## config.mk

```make
export PLATFORM = sky130hd
export DESIGN_NAME = masked_aes128_encrypt_flat
export DESIGN_NICKNAME = d
export VERILOG_FILES = /design/src/design/mae_pkg.sv /design/src/design/mae_if.sv /design/src/design/mae_ctrl.sv /design/src/design/mae_datapath.sv /design/src/design/masked_aes128_encrypt.sv /design/src/flat_wrapper.sv
export SDC_FILE = /design/constraint.sdc
export NUM_CORES = 2
export LEC_CHECK = 0
export BUFFER_PORTS_ARGS = -buffer_cell sky130_fd_sc_hd__buf_2
export CAP_MARGIN = 10
export CORE_AREA = 4 4 569 459
export DETAILED_ROUTE_END_ITERATION = 10
export DIE_AREA = 0 0 573 463
export HOLD_SLACK_MARGIN = 0.12
export MAX_ROUTING_LAYER = met4
export PLACE_DENSITY_LB_ADDON = 0.15
export SETUP_SLACK_MARGIN = 0.5
export SLEW_MARGIN = 10
export SYNTH_ARGS = -nofsm -noshare
export SYNTH_HDL_FRONTEND = slang
export SYNTH_SLANG_ARGS = --single-unit
```

## constraint.sdc

```tcl
create_clock -name clk -period 18.91 [get_ports clk]
set_clock_uncertainty 0.1 [all_clocks]
set_input_delay 1.891 -clock clk [delete_from_list [all_inputs] [get_ports clk]]
set_output_delay 1.891 -clock clk [all_outputs]
set_load 0.02 [all_outputs]
```

## src/design/mae_pkg.sv

```systemverilog
// ----------------------------------------------------------------------------
// mae_pkg
// Types, constants and GF(2^8) helpers for the masked AES-128 block.
// ----------------------------------------------------------------------------
package mae_pkg;

  // configuration register indexes
  localparam int CFG_IDX_W = 2;
  localparam logic [CFG_IDX_W-1:0] CFG_KEY_LOW  = 2'd0;
  localparam logic [CFG_IDX_W-1:0] CFG_KEY_HIGH = 2'd1;

  localparam logic [7:0] GF_POLY  = 8'h1B;
  localparam logic [7:0] RCON_INIT = 8'h01;
  localparam logic [3:0] LAST_ROUND = 4'd10;
  localparam logic [7:0] FILL_LAST  = 8'd255;
  localparam logic [7:0] SUB_LAST   = 8'd16;

  localparam logic [7:0] SBOX [256] = '{
    8'h63,8'h7C,8'h77,8'h7B,8'hF2,8'h6B,8'h6F,8'hC5,8'h30,8'h01,8'h67,8'h2B,8'hFE,8'hD7,8'hAB,8'h76,
    8'hCA,8'h82,8'hC9,8'h7D,8'hFA,8'h59,8'h47,8'hF0,8'hAD,8'hD4,8'hA2,8'hAF,8'h9C,8'hA4,8'h72,8'hC0,
    8'hB7,8'hFD,8'h93,8'h26,8'h36,8'h3F,8'hF7,8'hCC,8'h34,8'hA5,8'hE5,8'hF1,8'h71,8'hD8,8'h31,8'h15,
    8'h04,8'hC7,8'h23,8'hC3,8'h18,8'h96,8'h05,8'h9A,8'h07,8'h12,8'h80,8'hE2,8'hEB,8'h27,8'hB2,8'h75,
    8'h09,8'h83,8'h2C,8'h1A,8'h1B,8'h6E,8'h5A,8'hA0,8'h52,8'h3B,8'hD6,8'hB3,8'h29,8'hE3,8'h2F,8'h84,
    8'h53,8'hD1,8'h00,8'hED,8'h20,8'hFC,8'hB1,8'h5B,8'h6A,8'hCB,8'hBE,8'h39,8'h4A,8'h4C,8'h58,8'hCF,
    8'hD0,8'hEF,8'hAA,8'hFB,8'h43,8'h4D,8'h33,8'h85,8'h45,8'hF9,8'h02,8'h7F,8'h50,8'h3C,8'h9F,8'hA8,
    8'h51,8'hA3,8'h40,8'h8F,8'h92,8'h9D,8'h38,8'hF5,8'hBC,8'hB6,8'hDA,8'h21,8'h10,8'hFF,8'hF3,8'hD2,
    8'hCD,8'h0C,8'h13,8'hEC,8'h5F,8'h97,8'h44,8'h17,8'hC4,8'hA7,8'h7E,8'h3D,8'h64,8'h5D,8'h19,8'h73,
    8'h60,8'h81,8'h4F,8'hDC,8'h22,8'h2A,8'h90,8'h88,8'h46,8'hEE,8'hB8,8'h14,8'hDE,8'h5E,8'h0B,8'hDB,
    8'hE0,8'h32,8'h3A,8'h0A,8'h49,8'h06,8'h24,8'h5C,8'hC2,8'hD3,8'hAC,8'h62,8'h91,8'h95,8'hE4,8'h79,
    8'hE7,8'hC8,8'h37,8'h6D,8'h8D,8'hD5,8'h4E,8'hA9,8'h6C,8'h56,8'hF4,8'hEA,8'h65,8'h7A,8'hAE,8'h08,
    8'hBA,8'h78,8'h25,8'h2E,8'h1C,8'hA6,8'hB4,8'hC6,8'hE8,8'hDD,8'h74,8'h1F,8'h4B,8'hBD,8'h8B,8'h8A,
    8'h70,8'h3E,8'hB5,8'h66,8'h48,8'h03,8'hF6,8'h0E,8'h61,8'h35,8'h57,8'hB9,8'h86,8'hC1,8'h1D,8'h9E,
    8'hE1,8'hF8,8'h98,8'h11,8'h69,8'hD9,8'h8E,8'h94,8'h9B,8'h1E,8'h87,8'hE9,8'hCE,8'h55,8'h28,8'hDF,
    8'h8C,8'hA1,8'h89,8'h0D,8'hBF,8'hE6,8'h42,8'h68,8'h41,8'h99,8'h2D,8'h0F,8'hB0,8'h54,8'hBB,8'h16
  };

  typedef enum logic [2:0] {
    ST_IDLE,
    ST_FILL,
    ST_ADDK,
    ST_SUB,
    ST_MIX,
    ST_DONE
  } mae_state_t;

  // controller to datapath
  typedef struct packed {
    logic load;
    logic fill;
    logic addk;
    logic sub;
    logic mix;
    logic out_load;
    logic cnt_clr;
  } mae_cmd_t;

  // datapath to controller
  typedef struct packed {
    logic fill_last;
    logic sub_last;
    logic round_last;
    logic out_free;
  } mae_status_t;

  // multiply by x in GF(2^8)
  function automatic logic [7:0] xtime(input logic [7:0] a);
    return a[7] ? ({a[6:0], 1'b0} ^ GF_POLY) : {a[6:0], 1'b0};
  endfunction

  // MixColumns of one column, row j in bits 8j+7:8j
  function automatic logic [31:0] mix_col(input logic [31:0] v);
    logic [7:0] b0, b1, b2, b3;
    b0 = v[7:0];
    b1 = v[15:8];
    b2 = v[23:16];
    b3 = v[31:24];
    return {xtime(b0) ^ b0 ^ b1 ^ b2 ^ xtime(b3),
            b0 ^ b1 ^ xtime(b2) ^ xtime(b3) ^ b3,
            b0 ^ xtime(b1) ^ xtime(b2) ^ b2 ^ b3,
            xtime(b0) ^ xtime(b1) ^ b1 ^ b2 ^ b3};
  endfunction

  // one AES-128 key schedule step
  function automatic logic [127:0] next_rk(input logic [127:0] rk, input logic [7:0] rcon);
    logic [127:0] nk;
    nk = '0;
    for (int r = 0; r < 4; r++) begin
      nk[8*r +: 8] = SBOX[rk[8*(12 + ((r + 1) % 4)) +: 8]] ^ rk[8*r +: 8];
    end
    nk[7:0] = nk[7:0] ^ rcon;
    for (int c = 1; c < 4; c++) begin
      nk[32*c +: 32] = rk[32*c +: 32] ^ nk[32*(c-1) +: 32];
    end
    return nk;
  endfunction

endpackage

```

## src/design/mae_if.sv

```systemverilog
// ----------------------------------------------------------------------------
// Channel interfaces
// Valid/ready channels for plaintext input, ciphertext output and config.
// ----------------------------------------------------------------------------
interface mae_in_if;
  logic        valid;
  logic        ready;
  logic [63:0] plaintext_low;
  logic [63:0] plaintext_high;
  logic [31:0] row_masks;
  logic [7:0]  sbox_in_mask;
  logic [7:0]  sbox_out_mask;

  modport source (output valid, plaintext_low, plaintext_high, row_masks,
                  sbox_in_mask, sbox_out_mask, input ready);
  modport sink (input valid, plaintext_low, plaintext_high, row_masks,
                sbox_in_mask, sbox_out_mask, output ready);
endinterface

interface mae_out_if;
  logic        valid;
  logic        ready;
  logic [63:0] ciphertext_low;
  logic [63:0] ciphertext_high;

  modport source (output valid, ciphertext_low, ciphertext_high, input ready);
  modport sink (input valid, ciphertext_low, ciphertext_high, output ready);
endinterface

interface mae_cfg_if;
  logic        valid;
  logic        ready;
  logic [1:0]  index;
  logic [63:0] data;

  modport source (output valid, index, data, input ready);
  modport sink (input valid, index, data, output ready);
endinterface

```

## src/design/mae_ctrl.sv

```systemverilog
// ----------------------------------------------------------------------------
// mae_ctrl
// Phase sequencer: S-box fill, key add, byte-serial SubBytes, MixColumns.
// ----------------------------------------------------------------------------
module mae_ctrl import mae_pkg::*; (
  input  logic        clk,
  input  logic        rst_n,
  input  logic        in_valid,
  output logic        in_ready,
  input  mae_status_t status,
  output mae_cmd_t    cmd
);

  mae_state_t state_r, state_nxt;

  // state register
  always_ff @(posedge clk) begin
    if (!rst_n) begin
      state_r <= ST_IDLE;
    end else begin
      state_r <= state_nxt;
    end
  end

  // next state
  always_comb begin
    state_nxt = state_r;
    unique case (state_r)
      ST_IDLE: if (in_valid) state_nxt = ST_FILL;
      ST_FILL: if (status.fill_last) state_nxt = ST_ADDK;
      ST_ADDK: state_nxt = status.round_last ? ST_DONE : ST_SUB;
      ST_SUB:  if (status.sub_last) state_nxt = ST_MIX;
      ST_MIX:  state_nxt = ST_ADDK;
      ST_DONE: if (status.out_free) state_nxt = ST_IDLE;
      default: state_nxt = ST_IDLE;
    endcase
  end

  // outputs
  always_comb begin
    cmd = '0;
    in_ready = 1'b0;
    unique case (state_r)
      ST_IDLE: begin
        in_ready = 1'b1;
        cmd.load = in_valid;
        cmd.cnt_clr = in_valid;
      end
      ST_FILL: cmd.fill = 1'b1;
      ST_ADDK: begin
        cmd.addk = 1'b1;
        cmd.cnt_clr = 1'b1;
      end
      ST_SUB:  cmd.sub = 1'b1;
      ST_MIX:  cmd.mix = 1'b1;
      ST_DONE: cmd.out_load = status.out_free;
      default: cmd = '0;
    endcase
  end

endmodule

```

## src/design/mae_datapath.sv

```systemverilog
// ----------------------------------------------------------------------------
// mae_datapath
// Masked state, round keys, masked S-box memory and output register.
// ----------------------------------------------------------------------------
module mae_datapath import mae_pkg::*; (
  input  logic           clk,
  input  logic           rst_n,
  input  mae_cmd_t       cmd,
  output mae_status_t    status,
  // input payload
  input  logic [63:0]    plaintext_low,
  input  logic [63:0]    plaintext_high,
  input  logic [31:0]    row_masks,
  input  logic [7:0]     sbox_in_mask,
  input  logic [7:0]     sbox_out_mask,
  // config write
  input  logic           cfg_we,
  input  logic [CFG_IDX_W-1:0] cfg_index,
  input  logic [63:0]    cfg_data,
  // result
  output logic           out_valid,
  input  logic           out_ready,
  output logic [63:0]    ciphertext_low,
  output logic [63:0]    ciphertext_high
);

  logic [63:0]  key_low_r, key_high_r;
  logic [127:0] state_r, tmp_r, rk_r, ct_r;
  logic [31:0]  rm_r, mrm_r;
  logic [7:0]   min_r, mout_r, rcon_r;
  logic [3:0]   round_r;
  logic [7:0]   cnt_r;
  logic         out_valid_r;
  logic [7:0]   rd_data_r;
  logic [7:0]   sbox_mem [256];

  logic [3:0]   sub_idx, src_idx, wr_idx;
  logic [127:0] mix_in, mix_out;
  logic         last_round;

  assign last_round = (round_r == LAST_ROUND);

  // ShiftRows source byte for output byte c*4+r
  assign sub_idx = cnt_r[3:0];
  assign src_idx = {sub_idx[3:2] + sub_idx[1:0], sub_idx[1:0]};
  assign wr_idx  = sub_idx - 4'd1;

  // swap S-box output mask for row masks, then MixColumns
  assign mix_in = tmp_r ^ {4{rm_r}} ^ {16{mout_r}};
  always_comb begin
    for (int c = 0; c < 4; c++) begin
      mix_out[32*c +: 32] = mix_col(mix_in[32*c +: 32]);
    end
  end

  // key registers
  always_ff @(posedge clk) begin
    if (!rst_n) begin
      key_low_r  <= '0;
      key_high_r <= '0;
    end else if (cfg_we) begin
      case (cfg_index)
        CFG_KEY_LOW:  key_low_r  <= cfg_data;
        CFG_KEY_HIGH: key_high_r <= cfg_data;
        default: ;
      endcase
    end
  end

  // phase counter and round counter
  always_ff @(posedge clk) begin
    if (!rst_n) begin
      cnt_r   <= '0;
      round_r <= '0;
    end else begin
      if (cmd.cnt_clr) cnt_r <= '0;
      else if (cmd.fill || cmd.sub) cnt_r <= cnt_r + 8'd1;
      if (cmd.load) round_r <= '0;
      else if (cmd.addk) round_r <= round_r + 4'd1;
    end
  end

  // masked S-box memory: fill writes, SubBytes reads
  always_ff @(posedge clk) begin
    if (cmd.fill) sbox_mem[cnt_r ^ min_r] <= SBOX[cnt_r] ^ mout_r;
    rd_data_r <= sbox_mem[state_r[8*src_idx +: 8]];
  end

  // cipher state, round key and masks
  always_ff @(posedge clk) begin
    if (cmd.load) begin
      state_r <= {plaintext_high, plaintext_low} ^ {4{mix_col(row_masks)}};
      rk_r    <= {key_high_r, key_low_r};
      rm_r    <= row_masks;
      mrm_r   <= mix_col(row_masks);
      min_r   <= sbox_in_mask;
      mout_r  <= sbox_out_mask;
      rcon_r  <= RCON_INIT;
    end
    if (cmd.addk) begin
      state_r <= state_r ^ rk_r ^
                 (last_round ? {16{mout_r}} : ({4{mrm_r}} ^ {16{min_r}}));
    end
    if (cmd.sub && (cnt_r != 8'd0)) begin
      tmp_r[8*wr_idx +: 8] <= rd_data_r;
    end
    if (cmd.mix) begin
      state_r <= last_round ? tmp_r : mix_out;
      rk_r    <= next_rk(rk_r, rcon_r);
      rcon_r  <= xtime(rcon_r);
    end
    if (cmd.out_load) ct_r <= state_r;
  end

  // output register
  always_ff @(posedge clk) begin
    if (!rst_n) begin
      out_valid_r <= 1'b0;
    end else if (cmd.out_load) begin
      out_valid_r <= 1'b1;
    end else if (out_ready) begin
      out_valid_r <= 1'b0;
    end
  end

  assign status.fill_last  = (cnt_r == FILL_LAST);
  assign status.sub_last   = (cnt_r == SUB_LAST);
  assign status.round_last = last_round;
  assign status.out_free   = !out_valid_r || out_ready;

  assign out_valid       = out_valid_r;
  assign ciphertext_low  = ct_r[63:0];
  assign ciphertext_high = ct_r[127:64];

endmodule

```

## src/design/masked_aes128_encrypt.sv

```systemverilog
// ----------------------------------------------------------------------------
// masked_aes128_encrypt
// First-order masked AES-128 encryption with a per-item masked S-box.
//
//   channel  dir  payload
//   in_ch    in   plaintext_low/high, row_masks, sbox_in_mask, sbox_out_mask
//   out_ch   out  ciphertext_low/high
//   cfg_ch   in   index (0 key_low, 1 key_high), data
//
// An item goes through a load, a rewrite of the masked S-box memory through
// its single write port, the first key add, then 10 rounds (byte-serial S-box
// reads, a MixColumns and key step with MixColumns skipped in the last round,
// a key add) and a move of the ciphertext into the output register.
// The output register frees the core: a new item is taken while a result waits.
// Reset (rst_n low, synchronous) idles the sequencer, clears the keys to zero.
// A stalled result holds the core in its last phase until the register frees.
// ----------------------------------------------------------------------------
module masked_aes128_encrypt import mae_pkg::*; (
  input logic       clk,
  input logic       rst_n,
  mae_in_if.sink    in_ch,
  mae_out_if.source out_ch,
  mae_cfg_if.sink   cfg_ch
);

  mae_cmd_t    cmd;
  mae_status_t status;

  // config writes always accepted
  assign cfg_ch.ready = 1'b1;

  mae_ctrl u_ctrl (
    .clk      (clk),
    .rst_n    (rst_n),
    .in_valid (in_ch.valid),
    .in_ready (in_ch.ready),
    .status   (status),
    .cmd      (cmd)
  );

  mae_datapath u_dp (
    .clk             (clk),
    .rst_n           (rst_n),
    .cmd             (cmd),
    .status          (status),
    .plaintext_low   (in_ch.plaintext_low),
    .plaintext_high  (in_ch.plaintext_high),
    .row_masks       (in_ch.row_masks),
    .sbox_in_mask    (in_ch.sbox_in_mask),
    .sbox_out_mask   (in_ch.sbox_out_mask),
    .cfg_we          (cfg_ch.valid),
    .cfg_index       (cfg_ch.index),
    .cfg_data        (cfg_ch.data),
    .out_valid       (out_ch.valid),
    .out_ready       (out_ch.ready),
    .ciphertext_low  (out_ch.ciphertext_low),
    .ciphertext_high (out_ch.ciphertext_high)
  );

endmodule

```

## src/flat_wrapper.sv

```systemverilog
// flat-port wrapper written by rule: the top's interface ports become plain ports
module masked_aes128_encrypt_flat import mae_pkg::*;
  (clk, rst_n, in_ch_valid, in_ch_plaintext_low, in_ch_plaintext_high, in_ch_row_masks, in_ch_sbox_in_mask, in_ch_sbox_out_mask, in_ch_ready, out_ch_valid, out_ch_ciphertext_low, out_ch_ciphertext_high, out_ch_ready, cfg_ch_valid, cfg_ch_index, cfg_ch_data, cfg_ch_ready);
  mae_in_if in_ch_i ();
  mae_out_if out_ch_i ();
  mae_cfg_if cfg_ch_i ();
  input logic clk;
  input logic rst_n;
  input wire logic [$bits(in_ch_i.valid)-1:0] in_ch_valid;
  input wire logic [$bits(in_ch_i.plaintext_low)-1:0] in_ch_plaintext_low;
  input wire logic [$bits(in_ch_i.plaintext_high)-1:0] in_ch_plaintext_high;
  input wire logic [$bits(in_ch_i.row_masks)-1:0] in_ch_row_masks;
  input wire logic [$bits(in_ch_i.sbox_in_mask)-1:0] in_ch_sbox_in_mask;
  input wire logic [$bits(in_ch_i.sbox_out_mask)-1:0] in_ch_sbox_out_mask;
  output wire logic [$bits(in_ch_i.ready)-1:0] in_ch_ready;
  output wire logic [$bits(out_ch_i.valid)-1:0] out_ch_valid;
  output wire logic [$bits(out_ch_i.ciphertext_low)-1:0] out_ch_ciphertext_low;
  output wire logic [$bits(out_ch_i.ciphertext_high)-1:0] out_ch_ciphertext_high;
  input wire logic [$bits(out_ch_i.ready)-1:0] out_ch_ready;
  input wire logic [$bits(cfg_ch_i.valid)-1:0] cfg_ch_valid;
  input wire logic [$bits(cfg_ch_i.index)-1:0] cfg_ch_index;
  input wire logic [$bits(cfg_ch_i.data)-1:0] cfg_ch_data;
  output wire logic [$bits(cfg_ch_i.ready)-1:0] cfg_ch_ready;
  assign in_ch_i.valid = in_ch_valid;
  assign in_ch_i.plaintext_low = in_ch_plaintext_low;
  assign in_ch_i.plaintext_high = in_ch_plaintext_high;
  assign in_ch_i.row_masks = in_ch_row_masks;
  assign in_ch_i.sbox_in_mask = in_ch_sbox_in_mask;
  assign in_ch_i.sbox_out_mask = in_ch_sbox_out_mask;
  assign in_ch_ready = in_ch_i.ready;
  assign out_ch_valid = out_ch_i.valid;
  assign out_ch_ciphertext_low = out_ch_i.ciphertext_low;
  assign out_ch_ciphertext_high = out_ch_i.ciphertext_high;
  assign out_ch_i.ready = out_ch_ready;
  assign cfg_ch_i.valid = cfg_ch_valid;
  assign cfg_ch_i.index = cfg_ch_index;
  assign cfg_ch_i.data = cfg_ch_data;
  assign cfg_ch_ready = cfg_ch_i.ready;
  masked_aes128_encrypt u_core (.clk(clk), .rst_n(rst_n), .in_ch(in_ch_i), .out_ch(out_ch_i), .cfg_ch(cfg_ch_i));
endmodule
```

==> flow_summary.yaml <==
critical_path:
  end_kind: "flop"
  crit_fanout: 119
  crit_required_ns: 19.55
  reg2reg_from: "u_core.u_dp.cnt_r[0]"
  reg2regPathDepth: 16
  worst-setup-path-type: "flop to flop"
  start_kind: "flop"
  arrival_ns: 8.62
  r2r_end: "u_core.u_dp.rd_data_r[6]"
  reg2reg_slack_ns: 10.93
placed_design:
  io_buffers: 376
  gp_congestion: 1.045
  dpl.hpwl_um: 361100
floorplanning:
  core_um2: 254800
  die_x_um: 573
  die_y_um: 463
  dieArea_um2: 265300
  initial_core_util_pct: 54.87
  io_pins: 378
  fp-row-count: 166
synthesis:
  synth.mux.area_fraction_pct: 5.069
  ys_warn_count: 0
  ys_seq_area_share_pct: 59.04
  synth_cell_type_count: 90
  synth_edf_count: 2648
  synth.cell_area_um2: 139800
  synthSimpleGateAreaFrac_pct: 12.84
  syn_inst: 12250
  synth_ff_type: "edfxtp_1"
  async_reset_ff_share_pct: 0
  avgSynthCellArea_um2: 11.42
  synthAdderAreaFrac_pct: 0.7158
  synth_top_family_by_area: "simple AND/OR/NAND/NOR gates"
  synth_compound_area_share_pct: 10.15
  synth_seq_cells: 2800
  synth-xor-area-share_pct: 9.108
  synth_nets: 12570
clock_network:
  cts_tree: "done"
  post-cts-setup-buffers: 0
  root_buffer: "clkbuf_16"
  hold_buffers: 0
  path_clk_slew_ns: 0.06
  insertion_delay_ns: 0.88
  htree_levels: 5
  clock_path_buffers: 4
  cts.sink_count: 2800
  cts_resized: 0
  numCtsBuffers: 287
min_path:
  whs_path_depth: 2
  hp-start: "u_core.u_dp.key_high_r[28]"
  hold-path-endpoint: "u_core.u_dp.key_high_r[28]"
  hold_class: "flop to flop"
detailed_routing:
  drtAntennaViolNets: 0
  wl_per_cell_um: 33.44
  wirelength_um: 530300
  drt_iter0_drc: 18240
  dr.pass1.iters: 6
  vias: 105600
  drcViolationCount: 0
  viasPerCell: 6.661
cells_and_area:
  layout-drive-gt1-share_pct: 10.28
  syn2layout_area_growth_pct: 9.657
  nNetsFinal: 12580
run:
  max-cap-violations: 1
timing:
  tightest_slew_ns: 1.470
  setup_viol: 0
  fin_crit_ns: 7.978
  drv_slew: 0
  rsz0062_at_grt: "no"
  maxSlewHeadroom_pct: 0.9490
  finalHoldViolCount: 0
  max_freq_mhz: 125.3
  period_share_pct: 42.19
  setup-tns-final_ns: 0
outcome:
  violations: "capacitance limit"
  outcome: "complete, but fails checks"
global_route:
  grtUsageMet1_pct: 57.91
  gr-usage-all-layers_pct: 39.77
  antenna_found_initial: 64
  use_met2_pct: 50.63
  grt_use_met3_pct: 15.25
  grt_max_degree: 209
  grt_pass1_wl_um: 738200
  overflow: 0
  grt.busiest_layer: "met1"
  grt_pass1_vias: 96060
power_and_ir_drop:
  p_total_uw: 17540
  vdd_ir_drop_max_uv: 100.5
  power.density_nw_per_um2: 114.4
  leakagePower_uw: 0.05127
where the power goes:
group / internal [uW] / switching [uW] / leakage, uW
sequential: 7060 / 242 / 0.0253
combinational: 1410 / 3230 / 0.0216
clock: 3180 / 2430 / 0.00437
layout by cell type (no fill, tap or decap), types with 26 or more instances in the layout:
| cell | count |
|---|---|
| a311oi_1 | 29 |
| or2_2 | 28 |
| xnor2_1 | 1100 |
| o211ai_1 | 115 |
| xor2_1 | 286 |
| a32o_1 | 26 |
| ha_1 | 80 |
| a21oi_1 | 449 |
| nor2b_1 | 76 |
| a32oi_1 | 156 |
| o22ai_1 | 90 |
| nand4_1 | 102 |
| clkbuf_16 | 292 |
| o311ai_0 | 37 |
| o21ai_1 | 84 |
| buf_2 | 375 |
| edfxtp_1 | 2648 |
| dfxtp_1 | 147 |
| clkinv_2 | 39 |
| nor3_1 | 103 |
| a211oi_1 | 103 |
| mux4_2 | 144 |
| nor4_1 | 55 |
| buf_4 | 232 |
| a31oi_1 | 220 |
| and2_1 | 61 |
| a21boi_0 | 140 |
| diode_2 | 33 |
| nand2_1 | 2396 |
| clkinv_1 | 49 |
| clkbuf_1 | 76 |
| o21ai_0 | 558 |
| nand2b_1 | 86 |
| nor2_1 | 676 |
| inv_1 | 59 |
| mux2i_1 | 353 |
| and3_1 | 33 |
| nand3_1 | 490 |
| o31ai_1 | 38 |
cells by family (layout without fill, tap and decap cells):
logic type               Yosys count  count (layout)
XOR/XNOR                        1421            1421
buffers and inverters            976            1197
AND/OR/NAND/NOR                 4212            4212
adder cells (fa/ha/maj)           80              80
multiplexers                     525             525
AO/OA/AOI/OAI                   2230            2230
flip-flops                      2800            2800
other                              1              34
metal layers:
| metal | vias to the layer above | wire (um) |
|---|---|---|
| met5 | - | 0 |
| met4 | 0 | 20470 |
| met3 | 956 | 86330 |
| met2 | 7574 | 209500 |
| met1 | 52650 | 214000 |
| li1 | 44460 | - |
synth_stat cells, drive strengths merged, types with 40 or more instances:
master,count,area share [%]
nor2,691,1.9
and2,67,0.30
o211ai,115,0.62
xnor2,1112,7.0
clkbuf,511,1.4
xor2,288,1.8
ha,80,0.72
nand3,491,1.8
nand2,2403,6.5
inv,64,0.17
edfxtp,2648,57
a21boi,140,0.75
nor2b,77,0.34
mux2i,356,2.5
a21oi,449,1.6
a211oi,107,0.57
dfxtp,152,2.2
o311ai,40,0.25
nand4,102,0.46
a31oi,220,0.98
o21ai,642,2.3
nand2b,87,0.39
o22ai,90,0.40
nor3,104,0.38
mux4,144,2.3
a32oi,156,0.98
nor4,56,0.25
buf,393,1.5
critical path, cell delays in order (launching register included):
cell,delay (ns)
dfxtp_4,0.51
inv_1,0.40
ha_1,0.44
buf_4,0.32
clkinv_1,0.37
mux2i_4,0.23
buf_4,0.75
buf_12,0.52
buf_4,0.91
buf_4,0.68
mux2i_1,0.29
o22ai_1,0.10
o21bai_1,0.58
nand4_1,0.24
a221oi_1,0.89
nor2_1,0.18
o31a_1,0.16
layout make-up:
class | instances | area [um2]
well taps | 3360 | 4204
fillers | 20340 | 101500
repair buffers | 623 | 3921
clock inverters | 127 | 1287
multi-input cells | 8469 | 53320
flip-flops and latches | 2800 | 82570
inverters | 72 | 272.8
clock buffers | 375 | 7689
diodes | 33 | 82.58
worst max path at each step:
stage                         startpoint  slack [ns]                    endpoint  cells past startpoint
global route        u_core.u_dp.cnt_r[2]       10.69    u_core.u_dp.rd_data_r[6]                     15
finish              u_core.u_dp.cnt_r[0]       10.93    u_core.u_dp.rd_data_r[6]                     16
floorplan           u_core.u_dp.cnt_r[1]        6.51  u_core.u_dp.sbox_mem[0][0]                     12
CTS                 u_core.u_dp.cnt_r[2]       11.15    u_core.u_dp.rd_data_r[6]                     15
global placement    u_core.u_dp.cnt_r[2]       11.31    u_core.u_dp.rd_data_r[6]                     15
detailed placement  u_core.u_dp.cnt_r[2]       11.15    u_core.u_dp.rd_data_r[6]                     15
per-stage QoR:
step / setup WS (ns) / util (%) / instance area, um2 / instances / hold slack, ns
6_report: 10.93 / 60.17 / 153300 / 15860 / 0.3651
3_3_place_gp: 11.31 / 56.60 / 144200 / 15320 / 0.3511
4_1_cts: 11.15 / 60.12 / 153200 / 15820 / 0.3661
2_1_floorplan: 6.510 / - / 139800 / 12250 / 0.3410
5_1_grt: 10.69 / 60.17 / 153300 / 15850 / 0.3814
3_5_place_dp: 11.15 / 56.60 / 144200 / 15320 / 0.3576
flip-flops by register name (all words and copies together) (netlist names), 64 cells and up:
signal	cells
u_core.u_dp.ct_r	128
u_core.u_dp.key_high_r	64
u_core.u_dp.key_low_r	64
u_core.u_dp.rk_r	128
u_core.u_dp.sbox_mem	2048
u_core.u_dp.state_r	128
u_core.u_dp.tmp_r	128
(Power assumes the default switching activity.)
